===== config.mk =====
export PLATFORM = sky130hd
export DESIGN_NAME = lbk_out_buf
export DESIGN_NICKNAME = d
export VERILOG_FILES = /design/src/rtl/lbk_pkg.sv /design/src/rtl/lbk_out_buf.sv
export SDC_FILE = /design/constraint.sdc
export NUM_CORES = 1
export LEC_CHECK = 0
export BUFFER_PORTS_ARGS = -buffer_cell sky130_fd_sc_hd__clkbuf_2
export CAP_MARGIN = 20
export CORE_UTILIZATION = 51
export DETAILED_ROUTE_END_ITERATION = 8
export GPL_ROUTABILITY_DRIVEN = 1
export PLACE_DENSITY = 0.85
export SLEW_MARGIN = 0
export SYNTH_ARGS = -nofsm -noshare
export SYNTH_HDL_FRONTEND = slang
export SYNTH_SLANG_ARGS = --single-unit

===== constraint.sdc =====
create_clock -name clock -period 6.2 [get_ports clock]
set_input_delay 1.24 -clock clock [delete_from_list [all_inputs] [get_ports clock]]
set_output_delay 1.24 -clock clock [all_outputs]
set_load 0.1 [all_outputs]

===== src/rtl/lbk_pkg.sv =====
`timescale 1ns / 1ps
// ----------------------------------------------------------------------------
// lbk_pkg
// Types, constants and round functions shared by the LBlock-80 cipher core.
// ----------------------------------------------------------------------------
package lbk_pkg;

   localparam int Rounds    = 32;
   localparam int HalfW     = 32;
   localparam int KeyW      = 80;
   localparam int KeyHighW  = 64;
   localparam int KeyLowW   = 16;
   localparam int RcW       = 5;
   localparam int CsrIndexW = 2;
   localparam int CsrDataW  = 64;

   localparam logic [CsrIndexW-1:0] CsrKeyHigh   = 2'd0;
   localparam logic [CsrIndexW-1:0] CsrKeyLow    = 2'd1;
   localparam logic [CsrIndexW-1:0] CsrFaultMask = 2'd2;

   localparam logic [0:9][0:15][3:0] Sbox = '{
      '{4'd14, 4'd9,  4'd15, 4'd0,  4'd13, 4'd4,  4'd10, 4'd11,
        4'd1,  4'd2,  4'd8,  4'd3,  4'd7,  4'd6,  4'd12, 4'd5},
      '{4'd4,  4'd11, 4'd14, 4'd9,  4'd15, 4'd13, 4'd0,  4'd10,
        4'd7,  4'd12, 4'd5,  4'd6,  4'd2,  4'd8,  4'd1,  4'd3},
      '{4'd1,  4'd14, 4'd7,  4'd12, 4'd15, 4'd13, 4'd0,  4'd6,
        4'd11, 4'd5,  4'd9,  4'd3,  4'd2,  4'd4,  4'd8,  4'd10},
      '{4'd7,  4'd6,  4'd8,  4'd11, 4'd0,  4'd15, 4'd3,  4'd14,
        4'd9,  4'd10, 4'd12, 4'd13, 4'd5,  4'd2,  4'd4,  4'd1},
      '{4'd14, 4'd5,  4'd15, 4'd0,  4'd7,  4'd2,  4'd12, 4'd13,
        4'd1,  4'd8,  4'd4,  4'd9,  4'd11, 4'd10, 4'd6,  4'd3},
      '{4'd2,  4'd13, 4'd11, 4'd12, 4'd15, 4'd14, 4'd0,  4'd9,
        4'd7,  4'd10, 4'd6,  4'd3,  4'd1,  4'd8,  4'd4,  4'd5},
      '{4'd11, 4'd9,  4'd4,  4'd14, 4'd0,  4'd15, 4'd10, 4'd13,
        4'd6,  4'd12, 4'd5,  4'd7,  4'd3,  4'd8,  4'd1,  4'd2},
      '{4'd13, 4'd10, 4'd15, 4'd0,  4'd14, 4'd4,  4'd9,  4'd11,
        4'd2,  4'd1,  4'd8,  4'd3,  4'd7,  4'd5,  4'd12, 4'd6},
      '{4'd8,  4'd7,  4'd14, 4'd5,  4'd15, 4'd13, 4'd0,  4'd6,
        4'd11, 4'd12, 4'd9,  4'd10, 4'd2,  4'd4,  4'd1,  4'd3},
      '{4'd11, 4'd5,  4'd15, 4'd0,  4'd7,  4'd2,  4'd9,  4'd13,
        4'd4,  4'd8,  4'd1,  4'd12, 4'd14, 4'd10, 4'd3,  4'd6}
   };

   typedef struct packed {
      logic [HalfW-1:0] left;
      logic [HalfW-1:0] right;
      logic [KeyW-1:0]  key;
   } blk_state_type;

   typedef struct packed {
      logic [HalfW-1:0] left;
      logic [HalfW-1:0] right;
   } blk_out_type;

   function automatic logic [HalfW-1:0] subst(input logic [HalfW-1:0] v);
      logic [HalfW-1:0] res;
      res = '0;
      for (int n = 0; n < 8; n++) begin
         res[4*n +: 4] = Sbox[n][v[4*n +: 4]];
      end
      return res;
   endfunction

   function automatic logic [HalfW-1:0] perm(input logic [HalfW-1:0] v);
      return ((v >> 4) & 32'h000f000f) | ((v << 4) & 32'hf000f000) |
             ((v >> 8) & 32'h00f000f0) | ((v << 8) & 32'h0f000f00);
   endfunction

   function automatic logic [KeyW-1:0] key_update(input logic [KeyW-1:0] k,
                                                  input logic [RcW-1:0]  cnt);
      logic [KeyW-1:0] r;
      r = {k[50:0], k[79:51]};
      r[79:76] = Sbox[9][r[79:76]];
      r[75:72] = Sbox[8][r[75:72]];
      r[50:46] = r[50:46] ^ cnt;
      return r;
   endfunction

endpackage


===== src/rtl/lbk_out_buf.sv =====
`timescale 1ns / 1ps
// ----------------------------------------------------------------------------
// lbk_out_buf
// Output register with one skid entry; holds the pipeline when the skid fills.
// ----------------------------------------------------------------------------
module lbk_out_buf (
   input  logic                clock,
   input  logic                reset,
   input  logic                in_valid,
   input  lbk_pkg::blk_out_type in_data,
   output logic                advance,
   output logic                out_valid,
   input  logic                out_stall,
   output lbk_pkg::blk_out_type out_data
);
   import lbk_pkg::*;

   logic        out_valid_ff;
   logic        out_valid_in;
   blk_out_type out_data_ff;
   blk_out_type out_data_in;
   logic        skid_valid_ff;
   logic        skid_valid_in;
   blk_out_type skid_data_ff;
   logic        out_take;
   logic        incoming;
   logic        load_out;
   logic        load_skid;

   assign advance  = !skid_valid_ff;
   assign out_take = out_valid_ff && !out_stall;
   assign incoming = advance && in_valid;

   always_comb begin
      out_valid_in  = out_valid_ff;
      skid_valid_in = skid_valid_ff;
      out_data_in   = out_data_ff;
      load_out      = 1'b0;
      load_skid     = 1'b0;
      if (skid_valid_ff) begin
         if (out_take) begin
            out_data_in   = skid_data_ff;
            load_out      = 1'b1;
            skid_valid_in = 1'b0;
         end
      end else if (incoming) begin
         if (!out_valid_ff || out_take) begin
            out_data_in  = in_data;
            load_out     = 1'b1;
            out_valid_in = 1'b1;
         end else begin
            load_skid     = 1'b1;
            skid_valid_in = 1'b1;
         end
      end else if (out_take) begin
         out_valid_in = 1'b0;
      end
   end

   always_ff @(posedge clock) begin
      if (reset) begin
         out_valid_ff  <= 1'b0;
         skid_valid_ff <= 1'b0;
      end else begin
         out_valid_ff  <= out_valid_in;
         skid_valid_ff <= skid_valid_in;
      end
   end

   always_ff @(posedge clock) begin
      if (load_out) begin
         out_data_ff <= out_data_in;
      end
      if (load_skid) begin
         skid_data_ff <= in_data;
      end
   end

   assign out_valid = out_valid_ff;
   assign out_data  = out_data_ff;

endmodule


# After elaboration in Yosys (flattened, before gate mapping)
# Index checks and enable logic that the tools add are counted.
word_totals:
  out_inout_bits: 66
  wordCells: 36
  register_bits: 130
  inputBits: 68
classes:
  n_eq_ne: 2
  n_bitwise: 1
  reduce_logical: 11
  n_mux: 16
ops:
  columns: ["operator", "n"]
  rows:
  - ["2-to-1 mux 64 bit", 4]
  - ["2-to-1 mux 1 bit", 12]
  - ["nonzero test 2 bit", 3]
  - ["inequality test 2 x 1 -> 1 bit, second input constant", 2]
  - ["AND reduction 4 bit", 1]
  - ["logical NOT 1 bit", 3]
  - ["AND reduction 3 bit", 1]
  - ["logical AND 1 bit", 2]
  - ["logical OR 1 bit", 1]
  - ["NOT 1 bit", 1]

# Depth between registers and ports, before layout
logic_depth:
  word_depth: 7
  depth_mapped: 5
  ltp_nobuf: 2

# Worst setup path after synthesis
# Ideal clock, no wire load.
synth_timing:
  path_type: "input port to flip-flop"
  start: "input port out_stall"
  end: "register out_data_ff (netlist bit out_data[0]), enable pin"
  stages: 2
  path_slack_ns: 1.295
  required_ns: 5.697
  arrival_time_ns: 4.402
  path_cell_list: "nand2_1 -> a21boi_1"
synth_via:
  elab_chain_cells: 7
  word_cells_on_any_way: 10
synth_lines:
  columns: ["element", "line_no", "source"]
  rows:
  - ["from (decl)", "lbk_out_buf.sv:13", "input logic out_stall,"]
  - ["logical NOT 1 bit *", "lbk_out_buf.sv:31", "assign out_take = out_valid_ff && !out_stall;"]
  - ["logical AND 1 bit *", "lbk_out_buf.sv:31", null]
  - ["logical OR 1 bit", "lbk_out_buf.sv:47", "if (!out_valid_ff || out_take) begin"]
  - ["2-to-1 mux 1 bit", "lbk_out_buf.sv:47", null]
  - ["2-to-1 mux 1 bit", "lbk_out_buf.sv:46", "end else if (incoming) begin"]
  - ["2-to-1 mux 1 bit", "lbk_out_buf.sv:40", "if (skid_valid_ff) begin"]
  - ["AND reduction 4 bit (no source line) *", null, null]
  - ["to (signal assigned)", "lbk_out_buf.sv:72", "out_data_ff <= out_data_in;"]
  - ["to (decl)", "lbk_out_buf.sv:20", "blk_out_type out_data_ff;"]
# Every way passes the cells marked *; elsewhere a longest branch is shown, timed or not.
# A chain may end at the register's enable or synchronous reset.

# Worst setup path in the final report
layout_timing:
  start: "register skid_valid_ff"
  end: "output port advance"
layout_via:
  elab_chain_cells: 1
layout_lines:
  columns: ["element", "line_no", "source"]
  rows:
  - ["from (decl)", "lbk_out_buf.sv:22", "logic skid_valid_ff;"]
  - ["from (signal assigned)", "lbk_out_buf.sv:66", "skid_valid_ff <= skid_valid_in;"]
  - ["logical NOT 1 bit", "lbk_out_buf.sv:30", "assign advance = !skid_valid_ff;"]
  - ["to (decl)", "lbk_out_buf.sv:11", "output logic advance,"]
# Every way passes these cells.

==> flow_summary_export.csv <==
group,metric,value,unit
sta,fmax,315.0,MHz
clock_network,h-tree-depth,4,
drt,wl_per_cell,16.70,um
sta,relSlewSlack,38.96,%
global_route,grt_pass1_vias,2532,
placement,port_buffers,133,
global_route,grt_max_degree,70,
layout,fin_util,68.50,%
hold_path,min_path_type,"register to register",
logic_synthesis,synth_compound_area_share,0.4751,%
placement,hpwl,5063,um
layout,multi_input_area,813.3,um^2
critical_path,arrival,1.93,ns
logic_synthesis,synth_top_family_by_area,"multiplexers",
sta,setup_viol,0,
drt,drtIter0Drc,93,
logic_synthesis,synth_fp_nets,281,
power_and_ir_drop,power_frac_comb,16.3,%
logic_synthesis,synthAdderAreaFrac,0,%
floorplan,core,8848,um^2
layout,nets,427,
drt,drc,8,
drt,drt_wl_total,7997,um
global_route,gr-usage-all-layers,17.53,%
sta,tns,0,ns
clock_network,insertion_delay,0.50,ns
clock_network,cts_resized,0,
logic_synthesis,yosys_warnings,0,
drt,ant_nets,0,
sta,rsz0062_at_grt,"no",
drt,dr.pass1.iters,9,
layout,final_common_cell,"clkbuf_2",
clock_network,root_buffer,"clkbuf_8",
logic_synthesis,yosysSeqAreaShare,81.92,%
floorplan,dieWidth,98.42,um
floorplan,ioPinCount,134,
layout,fillCellCount,601,
layout,layout_common_cells,"clkbuf_2 (133), edfxtp_1 (128), mux2_2 (58), clkbuf_16 (16), mux2_4 (6)",
clock_network,clkTransAtPathRegs,0.05,ns
power_and_ir_drop,clkPwrFrac,38.6,%
power_and_ir_drop,seqPwrFrac,45.0,%
logic_synthesis,yosys.area_share.simple,0.6070,%
global_route,gr-total-overflow,0,
floorplan,die_area,9686,um^2
flow_run,cap_viol_max_count,0,
layout,seq_area,3887,um^2
clock_network,clockBufferDepth,2,
logic_synthesis,synth-seq-cells,130,
critical_path,crit_required,4.96,ns
sta,final_hold_viol_count,0,
floorplan,dieHeight,98.42,um
power_and_ir_drop,ir_drop,238.9,uV
drt,avgViaCountPerCell,5.094,
placement,gp_congestion,0.6881,
logic_synthesis,syn_inst,213,
sta,tightest_slew,0.9156,ns
logic_synthesis,yosys.cell_types.count,15,
sta,finalCritPeriodShare,51.20,%
power_and_ir_drop,leakage,2.314,nW
logic_synthesis,syn_area,4741,um^2
power_and_ir_drop,total_power,2.328,mW
logic_synthesis,synth-xor-area-share,0,%
sta,finalCriticalPeriod,3.175,ns
status,violations,"design-rule violations",
global_route,grt_first_pass_wirelength,12520,um
clock_network,post_cts.repair.setup_buffers,0,
logic_synthesis,syn_avg_cell_area,22.26,um^2
clock_network,cts_tree,"yes",
clock_network,clkSinkCount,130,
layout,area_growth,27.84,%
layout,diodes,0,
critical_path,path_max_fanout,69,
logic_synthesis,synthMuxAreaShare,15.68,%
sta,fin_skew,0.007583,ns
drt,route.vias.total,2440,
critical_path,crit_type,"register to output pin",
sta,holdWs,0.5463,ns
power_and_ir_drop,swShare,28.64,%
global_route,antenna_found_initial,0,
floorplan,num_rows,34,
layout,drive_gt1_share,61.73,%
status,outcome,"finished, violations left",
power_and_ir_drop,switchingPower,0.6667,mW
floorplan,start_util,53.58,%
clock_network,cts_buffers,17,
clock_network,cts_hold_buf,0,
critical_path,worstSetupStartpointType,"register",
sta,slew_violations,0,
power_and_ir_drop,p_int,1.661,mW
critical_path,end_kind,"output pin",
power_and_ir_drop,power_density,384.1,nW/um^2
path summary, 6_finish.rpt:
path / start / endpoint / slack [ns] / cells past startpoint
worst max register to register: skid_valid_ff / out_data[10] / 3.78 / 3
worst min-delay path: skid_data_ff[57] / out_data[57] / 0.55 / 1
worst max-delay path: skid_valid_ff / advance / 3.03 / 2
worst min register to register: skid_data_ff[57] / out_data[57] / 0.55 / 1
cell usage after synthesis:
cell      instances  area [um^2]
edfxtp_1        128         3844
mux2_2           58        653.1
mux2_4            6        90.09
buf_2             5        25.02
buf_6             3        33.78
a21oi_1           2        10.01
dfxtp_1           2        40.04
nand2_1           2        7.510
a21boi_1          1        7.510
inv_1             1        3.750
nand2b_1          1        6.260
nor2_1            1        3.750
nor2b_1           1        6.260
nor3_1            1        5.000
o21ai_0           1        5.000
kinds of logic after synthesis:
| group | after synthesis |
|---|---|
| buffers and inverters | 9 |
| and+or+nand+nor | 6 |
| AOI/OAI and AO/OA | 4 |
| muxes | 64 |
| DFF | 130 |
final cells by class:
cell class | count | area share, %
clock inverter | 11 | 1.899
inverter | 1 | 0.06193
sequential | 130 | 64.14
tap | 108 | 2.230
timing repair buffer | 135 | 11.23
multi-input combinational | 74 | 13.42
clock buffer | 20 | 7.019
power groups by stage:
| stage | logic [mW] | clock network [mW] | registers, mW |
|---|---|---|---|
| CTS | 0.383 | 0.919 | 1.05 |
| global placement | 0.378 | 0 | 1.06 |
| floorplan | 0.0655 | 0 | 1.31 |
| finish | 0.380 | 0.899 | 1.05 |
| global route | 0.392 | 0.955 | 1.05 |
| detailed placement | 0.382 | 0 | 1.07 |
sequential cells by signal (all words and copies together) (netlist names):
name / cells
out_valid: 1
out_data: 64
skid_valid_ff: 1
skid_data_ff: 64
critical path, stage by stage, from the launching register on:
cell	delay (ns)
dfxtp_4	0.95
inv_1	0.09
clkbuf_2	0.40
routing by layer:
| metal | wire (um) | up-vias | global-route usage (%) |
|---|---|---|---|
| met5 | 0 | - | 0 |
| met4 | 99 | 0 | 8.381 |
| met3 | 534 | 11 | 7.092 |
| met2 | 4082 | 95 | 27.90 |
| met1 | 3280 | 1191 | 20.97 |
| li1 | - | 1143 | - |
per-stage QoR:
stage / instances / instance area [um^2] / setup slack, ns
after floorplan: 213 / 4741 / 1.295
after global placement: 448 / 5520 / 3.513
after detailed placement: 448 / 5520 / 3.453
after CTS: 479 / 6061 / 2.968
after global routing: 479 / 6061 / 2.876
final: 479 / 6061 / 3.025
No activity file was read; power rests on OpenSTA's default activity.
