### src/rtl/lbk_pkg.sv
`timescale 1ns / 1ps
// ----------------------------------------------------------------------------
// lbk_pkg
// Types, constants and round functions shared by the LBlock-80 cipher core.
// ----------------------------------------------------------------------------
package lbk_pkg;

   localparam int Rounds    = 32;
   localparam int HalfW     = 32;
   localparam int KeyW      = 80;
   localparam int KeyHighW  = 64;
   localparam int KeyLowW   = 16;
   localparam int RcW       = 5;
   localparam int CsrIndexW = 2;
   localparam int CsrDataW  = 64;

   localparam logic [CsrIndexW-1:0] CsrKeyHigh   = 2'd0;
   localparam logic [CsrIndexW-1:0] CsrKeyLow    = 2'd1;
   localparam logic [CsrIndexW-1:0] CsrFaultMask = 2'd2;

   localparam logic [0:9][0:15][3:0] Sbox = '{
      '{4'd14, 4'd9,  4'd15, 4'd0,  4'd13, 4'd4,  4'd10, 4'd11,
        4'd1,  4'd2,  4'd8,  4'd3,  4'd7,  4'd6,  4'd12, 4'd5},
      '{4'd4,  4'd11, 4'd14, 4'd9,  4'd15, 4'd13, 4'd0,  4'd10,
        4'd7,  4'd12, 4'd5,  4'd6,  4'd2,  4'd8,  4'd1,  4'd3},
      '{4'd1,  4'd14, 4'd7,  4'd12, 4'd15, 4'd13, 4'd0,  4'd6,
        4'd11, 4'd5,  4'd9,  4'd3,  4'd2,  4'd4,  4'd8,  4'd10},
      '{4'd7,  4'd6,  4'd8,  4'd11, 4'd0,  4'd15, 4'd3,  4'd14,
        4'd9,  4'd10, 4'd12, 4'd13, 4'd5,  4'd2,  4'd4,  4'd1},
      '{4'd14, 4'd5,  4'd15, 4'd0,  4'd7,  4'd2,  4'd12, 4'd13,
        4'd1,  4'd8,  4'd4,  4'd9,  4'd11, 4'd10, 4'd6,  4'd3},
      '{4'd2,  4'd13, 4'd11, 4'd12, 4'd15, 4'd14, 4'd0,  4'd9,
        4'd7,  4'd10, 4'd6,  4'd3,  4'd1,  4'd8,  4'd4,  4'd5},
      '{4'd11, 4'd9,  4'd4,  4'd14, 4'd0,  4'd15, 4'd10, 4'd13,
        4'd6,  4'd12, 4'd5,  4'd7,  4'd3,  4'd8,  4'd1,  4'd2},
      '{4'd13, 4'd10, 4'd15, 4'd0,  4'd14, 4'd4,  4'd9,  4'd11,
        4'd2,  4'd1,  4'd8,  4'd3,  4'd7,  4'd5,  4'd12, 4'd6},
      '{4'd8,  4'd7,  4'd14, 4'd5,  4'd15, 4'd13, 4'd0,  4'd6,
        4'd11, 4'd12, 4'd9,  4'd10, 4'd2,  4'd4,  4'd1,  4'd3},
      '{4'd11, 4'd5,  4'd15, 4'd0,  4'd7,  4'd2,  4'd9,  4'd13,
        4'd4,  4'd8,  4'd1,  4'd12, 4'd14, 4'd10, 4'd3,  4'd6}
   };

   typedef struct packed {
      logic [HalfW-1:0] left;
      logic [HalfW-1:0] right;
      logic [KeyW-1:0]  key;
   } blk_state_type;

   typedef struct packed {
      logic [HalfW-1:0] left;
      logic [HalfW-1:0] right;
   } blk_out_type;

   function automatic logic [HalfW-1:0] subst(input logic [HalfW-1:0] v);
      logic [HalfW-1:0] res;
      res = '0;
      for (int n = 0; n < 8; n++) begin
         res[4*n +: 4] = Sbox[n][v[4*n +: 4]];
      end
      return res;
   endfunction

   function automatic logic [HalfW-1:0] perm(input logic [HalfW-1:0] v);
      return ((v >> 4) & 32'h000f000f) | ((v << 4) & 32'hf000f000) |
             ((v >> 8) & 32'h00f000f0) | ((v << 8) & 32'h0f000f00);
   endfunction

   function automatic logic [KeyW-1:0] key_update(input logic [KeyW-1:0] k,
                                                  input logic [RcW-1:0]  cnt);
      logic [KeyW-1:0] r;
      r = {k[50:0], k[79:51]};
      r[79:76] = Sbox[9][r[79:76]];
      r[75:72] = Sbox[8][r[75:72]];
      r[50:46] = r[50:46] ^ cnt;
      return r;
   endfunction

endpackage

### src/rtl/lbk_stage.sv
`timescale 1ns / 1ps
// ----------------------------------------------------------------------------
// lbk_stage
// One registered LBlock round: key schedule step (skipped in round 0), round function, swap (not in the last round).
// ----------------------------------------------------------------------------
module lbk_stage (
   input  logic                  clock,
   input  logic                  reset,
   input  logic                  enable,
   input  logic                  in_valid,
   input  lbk_pkg::blk_state_type in_state,
   input  logic [lbk_pkg::RcW-1:0]   round_idx,
   input  logic                  last_round,
   input  logic [lbk_pkg::HalfW-1:0] fault_mask,
   output logic                  out_valid,
   output lbk_pkg::blk_state_type out_state
);
   import lbk_pkg::*;

   logic          valid_ff;
   blk_state_type state_ff;
   blk_state_type state_in;
   logic [KeyW-1:0]  key_cur;
   logic [HalfW-1:0] xl;
   logic [HalfW-1:0] xr;
   logic [HalfW-1:0] f;

   always_comb begin
      key_cur = (round_idx != '0) ? key_update(in_state.key, round_idx) : in_state.key;
      xr      = {in_state.right[HalfW-9:0], in_state.right[HalfW-1:HalfW-8]};
      xl      = in_state.left ^ (last_round ? fault_mask : '0);
      f       = perm(subst(xl ^ key_cur[KeyW-1:KeyW-HalfW]));
      xr      = xr ^ f;
      state_in.key = key_cur;
      if (last_round) begin
         state_in.left  = xl;
         state_in.right = xr;
      end else begin
         state_in.left  = xr;
         state_in.right = xl;
      end
   end

   always_ff @(posedge clock) begin
      if (reset) begin
         valid_ff <= 1'b0;
      end else if (enable) begin
         valid_ff <= in_valid;
      end
   end

   always_ff @(posedge clock) begin
      if (enable) begin
         state_ff <= state_in;
      end
   end

   assign out_valid = valid_ff;
   assign out_state = state_ff;

endmodule

### config.mk
export PLATFORM = sky130hd
export DESIGN_NAME = lbk_stage
export DESIGN_NICKNAME = d
export VERILOG_FILES = /design/src/rtl/lbk_pkg.sv /design/src/rtl/lbk_stage.sv
export SDC_FILE = /design/constraint.sdc
export NUM_CORES = 1
export LEC_CHECK = 0
export BUFFER_PORTS_ARGS = -buffer_cell sky130_fd_sc_hd__buf_4
export CAP_MARGIN = 20
export CORE_ASPECT_RATIO = 0.8
export CORE_MARGIN = 10
export CORE_UTILIZATION = 52
export CTS_BUF_LIST = sky130_fd_sc_hd__clkbuf_4
export CTS_CLUSTER_SIZE = 40
export DETAILED_ROUTE_END_ITERATION = 10
export PLACE_DENSITY = 0.85
export SETUP_SLACK_MARGIN = 0.15
export SLEW_MARGIN = 20
export SYNTH_ARGS = -nofsm -noshare
export SYNTH_HDL_FRONTEND = slang
export SYNTH_SLANG_ARGS = --single-unit
### constraint.sdc
create_clock -name clock -period 3.8 [get_ports clock]
set_input_delay 0.38 -clock clock [delete_from_list [all_inputs] [get_ports clock]]
set_output_delay 0.38 -clock clock [all_outputs]
set_load 0.01 [all_outputs]
# [After elaboration in Yosys (flattened, before gate mapping)]
# Memory sizes are Yosys's and may differ from the RTL's.
# Cells that the tools add are included.
[totals] ff_bits=145 rom_bits=640 out_inout_bits=145 n_memories=10
[memory_table] memory="(name not given)" words=16 word_bits=4 rd=1 rd_ports_with_merged_regs=0 wr=0 line="lbk_pkg.sv:59" rtl="res[4*n +: 4] = Sbox[n][v[4*n +: 4]];"
[memory_table] memory="(name not given)" words=16 word_bits=4 rd=1 rd_ports_with_merged_regs=0 wr=0 line="lbk_pkg.sv:59"
[memory_table] memory="(name not given)" words=16 word_bits=4 rd=1 rd_ports_with_merged_regs=0 wr=0 line="lbk_pkg.sv:59"
[memory_table] memory="(name not given)" words=16 word_bits=4 rd=1 rd_ports_with_merged_regs=0 wr=0 line="lbk_pkg.sv:59"
[memory_table] memory="(name not given)" words=16 word_bits=4 rd=1 rd_ports_with_merged_regs=0 wr=0 line="lbk_pkg.sv:59"
[memory_table] memory="(name not given)" words=16 word_bits=4 rd=1 rd_ports_with_merged_regs=0 wr=0 line="lbk_pkg.sv:59"
[memory_table] memory="+4 memories"
[classes] magnitude_cmp=10 n_mux=23 n_bitwise=17 n_reduce_logical=1
[ops] cell="32-bit XOR" n=3
[ops] cell="4-bit two-way mux" n=20
[ops] cell="80-bit two-way mux" n=1
[ops] cell="64-bit two-way mux" n=1
[ops] cell="5-bit >= comparator, second input constant" n=10
[ops] cell="4-bit inverter with 5-bit output" n=10
[ops] cell="32-bit two-way mux" n=1
[ops] cell="20-bit by 32-bit bitwise OR with 32-bit output" n=1
[ops] cell="32-bit by 24-bit bitwise OR with 32-bit output" n=1
[ops] cell="32-bit by 28-bit bitwise OR with 32-bit output" n=1
[ops] cell="5-bit nonzero test" n=1
[ops] cell="5-bit XOR" n=1

# [Longest topological paths before layout]
[logic_depth] depth_word=15 ltp_mapped=13 mapped_depth_nobuf=12

# [Least setup slack after synthesis]
# No wires, ideal clock.
[synth_path] path_kind="input to register" startpoint="input round_idx[4] (netlist name)" endpoint="register state_ff, in the netlist out_state[123], data pin" setup_time_ns=0.267 arrival_time_ns=2.690 required_time_ns=3.533 slack_ns=0.843 cell_stages=12 n_path_buf=3 cell_sequence="buf_2 > inv_1 > clkbuf_1 > clkbuf_1 > a21oi_1 > o21a_1 > or2_2 > ha_1 > and3_1 > o41a_1 > xor2_1 > o21ai_0"
[synth_rtl] item="start: declaration" line="lbk_stage.sv:12" rtl="input logic [lbk_pkg::RcW-1:0] round_idx,"
[synth_rtl] item="end signal: assignment" line="lbk_stage.sv:54" rtl="state_ff <= state_in;"
[synth_rtl] item="end: declaration" line="lbk_stage.sv:21" rtl="blk_state_type state_ff;"

==> impl_summary.log <==
[metrics] outcome: finished clean
[metrics] dominant synthesized flop cell: sky130_fd_sc_hd__edfxtp_1
[metrics] Syn Inst Count: 966
[metrics] dpl cell area: about 12,000 sq um
[metrics] number of filler cells placed in the layout: about 1,300
[metrics] Post-synth EDFFs: around 140
[metrics] clock tree root buffer cell: sky130_fd_sc_hd__clkbuf_4
[metrics] TritonCTS Sinks: 145
[metrics] GRT overflow: 0
[metrics] count of nets left with antenna violations after detail routing: 0
[metrics] average footprint of a synthesized cell: between 9 and 10 sq um
[metrics] CTS tree: yes
[metrics] syn nets: approximately 1,200
[metrics] synthesis warning total: 0
[metrics] IO Pins: about 330
[metrics] buffer levels on the longest clock path: 2
[metrics] fraction of final layout cells sized beyond drive strength 1: 0.310
[metrics] WL per Instance: between 20 and 25 microns
[metrics] worst slew slack as a fraction of its limit: 0.463
[metrics] Tightest Hold Check Type: in -> reg
[metrics] total CTS buffers: 17
[metrics] total length of routed met3 wires: around 3700 microns
[metrics] total chip power: between 0.004 and 0.005 W
[metrics] final critical-path setup slack: 1.11 ns
[metrics] Highest Signal Layer: met5
[metrics] placer's final routability congestion estimate: ~0.94
[metrics] areal power density over the cells: 374 nW/um^2
[metrics] post-cts gate resize count: 0
[metrics] routed wire length: ~34,000 microns
[metrics] maximum ir drop on the vdd rail: around 0.22 mV
[metrics] Clock H-tree levels: 4
[metrics] number of core rows: between 40 and 50
[metrics] final setup violating endpoints: 0
[metrics] Die Span X: between 150 and 200 microns
[metrics] HPWL Detailed: 27,200 microns
[metrics] number of max-slew violations in the final report: 0
[metrics] CP Data Required Time: slightly above 4 ns
[metrics] max-cap check violation count: 0
[metrics] Worst-Skew Late Latency: 0.57 ns
[metrics] wire length on met2: about 16,000 microns
[metrics] die area: ~24,000 sq um
[metrics] first-pass GRT wire length: around 50,000 microns
[metrics] Sequential Area: approximately 4300 sq um
[metrics] final design instance area without fill: between 10,000 and 15,000 sq um
[metrics] share of async-settable or async-resettable flops after synthesis: 0
[metrics] minimum clock period after layout: ~2.7 ns
[metrics] launching element type of the critical path: input pin
[metrics] area of the multi-input gates: about 4600 sq um
[metrics] 1st-iter DRT viols: approximately 1,200
[metrics] Port-buffer cells: 330
[metrics] setup total negative slack: 0 ns
[metrics] Layout Area Growth over Synthesis: 32.0%
[metrics] CP max FO: 25
[metrics] antenna violations before repair: 1
[metrics] slew at the pin with the worst max-slew slack: about 0.8 ns
[metrics] Critical Path Sink Type: register
[metrics] worst slack after detailed placement: approximately 0.53 ns
[metrics] via-per-instance ratio: 5.73
[metrics] RSZ-0062 raised after global routing: no
[metrics] crit path DAT: approximately 3.0 ns
[metrics] Final Hold Vio Count: 0
[metrics] synthesized cell area: between 9000 and 10,000 sq um
[metrics] number of global-route vias before repair: between 8,000 and 9,000
[metrics] overall die height: approximately 140 microns
[metrics] via count: ~8,700
[metrics] Layout Skew: 0 ns
[metrics] initial cell density of the core: 0.531
[metrics] Layout Nets: roughly 1,500
[metrics] core area: about 17,000 sq um
[metrics] FF+latch count, synth: about 150
[metrics] diode count: 0
[metrics] met1 routed wirelength after detailed routing: 12,800 microns
[metrics] detailed-route DRC error count: 0
[metrics] total routing resource utilization after global routing: 0.273
[metrics] sequential share of the synthesized area: 0.471
[metrics] period utilisation layout: 0.709
[metrics] iteration count of the initial detailed-routing pass: 6
[metrics] largest net degree at the start of global routing: 84
[metrics] final core occ: 0.701
[metrics] Crit Path Category: in -> reg
[metrics] leak pwr: 5.38 nW
[metrics] register clock-pin slew on the reported worst setup and hold paths: 0.15 ns
[metrics] highest attainable clock frequency: about 370 MHz
[metrics] number of distinct library cells after synthesis: slightly below 80
[path summary, 6_finish.rpt]
check             slack [ns]  cells after the start    startpoint              to
setup / recovery        1.11                     12  round_idx[3]  out_state[115]
hold reg to reg         0.60                      2     out_valid       out_valid
setup reg to reg        3.09                      2     out_valid       out_valid
hold / removal          0.07                      3  in_state[14]   out_state[14]
[layer usage]
| layer | vias up | global-route usage |
|---|---|---|
| li1 | 4077 | - |
| met1 | 4097 | 0.325 |
| met2 | 484 | 0.458 |
| met3 | 56 | 0.0901 |
| met4 | 2 | 0.0819 |
| met5 | - | 0 |
[synth_stat cells, types with 10 or more instances]
library cell	n	area, sq um
sky130_fd_sc_hd__and3_1	19	119
sky130_fd_sc_hd__xnor2_1	52	455
sky130_fd_sc_hd__o21ai_1	10	50.1
sky130_fd_sc_hd__a21oi_1	35	175
sky130_fd_sc_hd__nand2_1	236	886
sky130_fd_sc_hd__inv_1	26	97.6
sky130_fd_sc_hd__clkbuf_1	34	128
sky130_fd_sc_hd__edfxtp_1	144	4320
sky130_fd_sc_hd__xor2_1	59	517
sky130_fd_sc_hd__nor2_1	36	135
sky130_fd_sc_hd__nand3_1	41	205
sky130_fd_sc_hd__mux2i_1	19	190
sky130_fd_sc_hd__ha_1	19	238
sky130_fd_sc_hd__o21ai_0	58	290
[final cells by class]
cell class                 count  area share
clock buffer                  17      0.0105
sequential                   145       0.357
multi-input combinational    747       0.377
inverter                      27     0.00832
timing repair buffer         344       0.215
tap                          225      0.0231
clock inverter                15      0.0104
[timing repair]
action / CTS / global route
endpoints found under the hold margin: 1 / 0
hold buffers: 1 / 0
setup buffers: 0 / 0
[cells in the final DEF (no fill, tap or decap), types with 10 or more instances in the layout]
cell | Yosys | final
sky130_fd_sc_hd__buf_4 | 0 | 340
sky130_fd_sc_hd__nand2_1 | 236 | 235
sky130_fd_sc_hd__edfxtp_1 | 144 | 144
sky130_fd_sc_hd__xor2_1 | 59 | 59
sky130_fd_sc_hd__o21ai_0 | 58 | 58
sky130_fd_sc_hd__xnor2_1 | 52 | 52
sky130_fd_sc_hd__nand3_1 | 41 | 41
sky130_fd_sc_hd__nor2_1 | 36 | 36
sky130_fd_sc_hd__a21oi_1 | 35 | 35
sky130_fd_sc_hd__inv_1 | 26 | 26
sky130_fd_sc_hd__and3_1 | 19 | 19
sky130_fd_sc_hd__mux2i_1 | 19 | 19
sky130_fd_sc_hd__ha_1 | 19 | 19
sky130_fd_sc_hd__clkbuf_4 | 0 | 17
sky130_fd_sc_hd__o21ai_1 | 10 | 10
[state kept, by name, indices dropped and copies added (netlist names)]
name,cells
out_state,144
out_valid,1
[per-stage QoR]
stage	instances	hold slack, ns
after floorplan	966	0.452
after global placement	1487	0.481
after detailed placement	1487	0.543
after CTS	1520	0.0386
after global routing	1520	0.0243
final	1520	0.0669
[critical path, stage by stage]
cell,delay (ns)
sky130_fd_sc_hd__buf_4,0.13
sky130_fd_sc_hd__or4_1,0.53
sky130_fd_sc_hd__buf_4,0.25
sky130_fd_sc_hd__o21ai_0,0.29
sky130_fd_sc_hd__a21oi_1,0.19
sky130_fd_sc_hd__or2_2,0.37
sky130_fd_sc_hd__ha_1,0.23
sky130_fd_sc_hd__xnor2_1,0.16
sky130_fd_sc_hd__o21ai_0,0.10
sky130_fd_sc_hd__o21ai_0,0.13
sky130_fd_sc_hd__o21ai_0,0.12
sky130_fd_sc_hd__o31a_1,0.13
[power breakdown]
part,total (W),leakage (nW),switching (W),internal [W]
clock,0.000939,0.133,0.000661,0.000278
combinational,0.00156,3.83,0.000854,0.000705
sequential,0.00206,1.42,0.0000678,0.00199
total,0.00456,5.38,0.00158,0.00298
[kinds of logic after synthesis]
kind of cell | after synthesis | synth area share
compound gates | 201 | 0.145
xor+xnor | 113 | 0.110
fa+ha+maj | 19 | 0.0258
buf+inv | 74 | 0.0328
flops | 145 | 0.471
mux | 22 | 0.0243
simple gates | 392 | 0.191
Note: power is estimated with default switching activity, not from simulation.
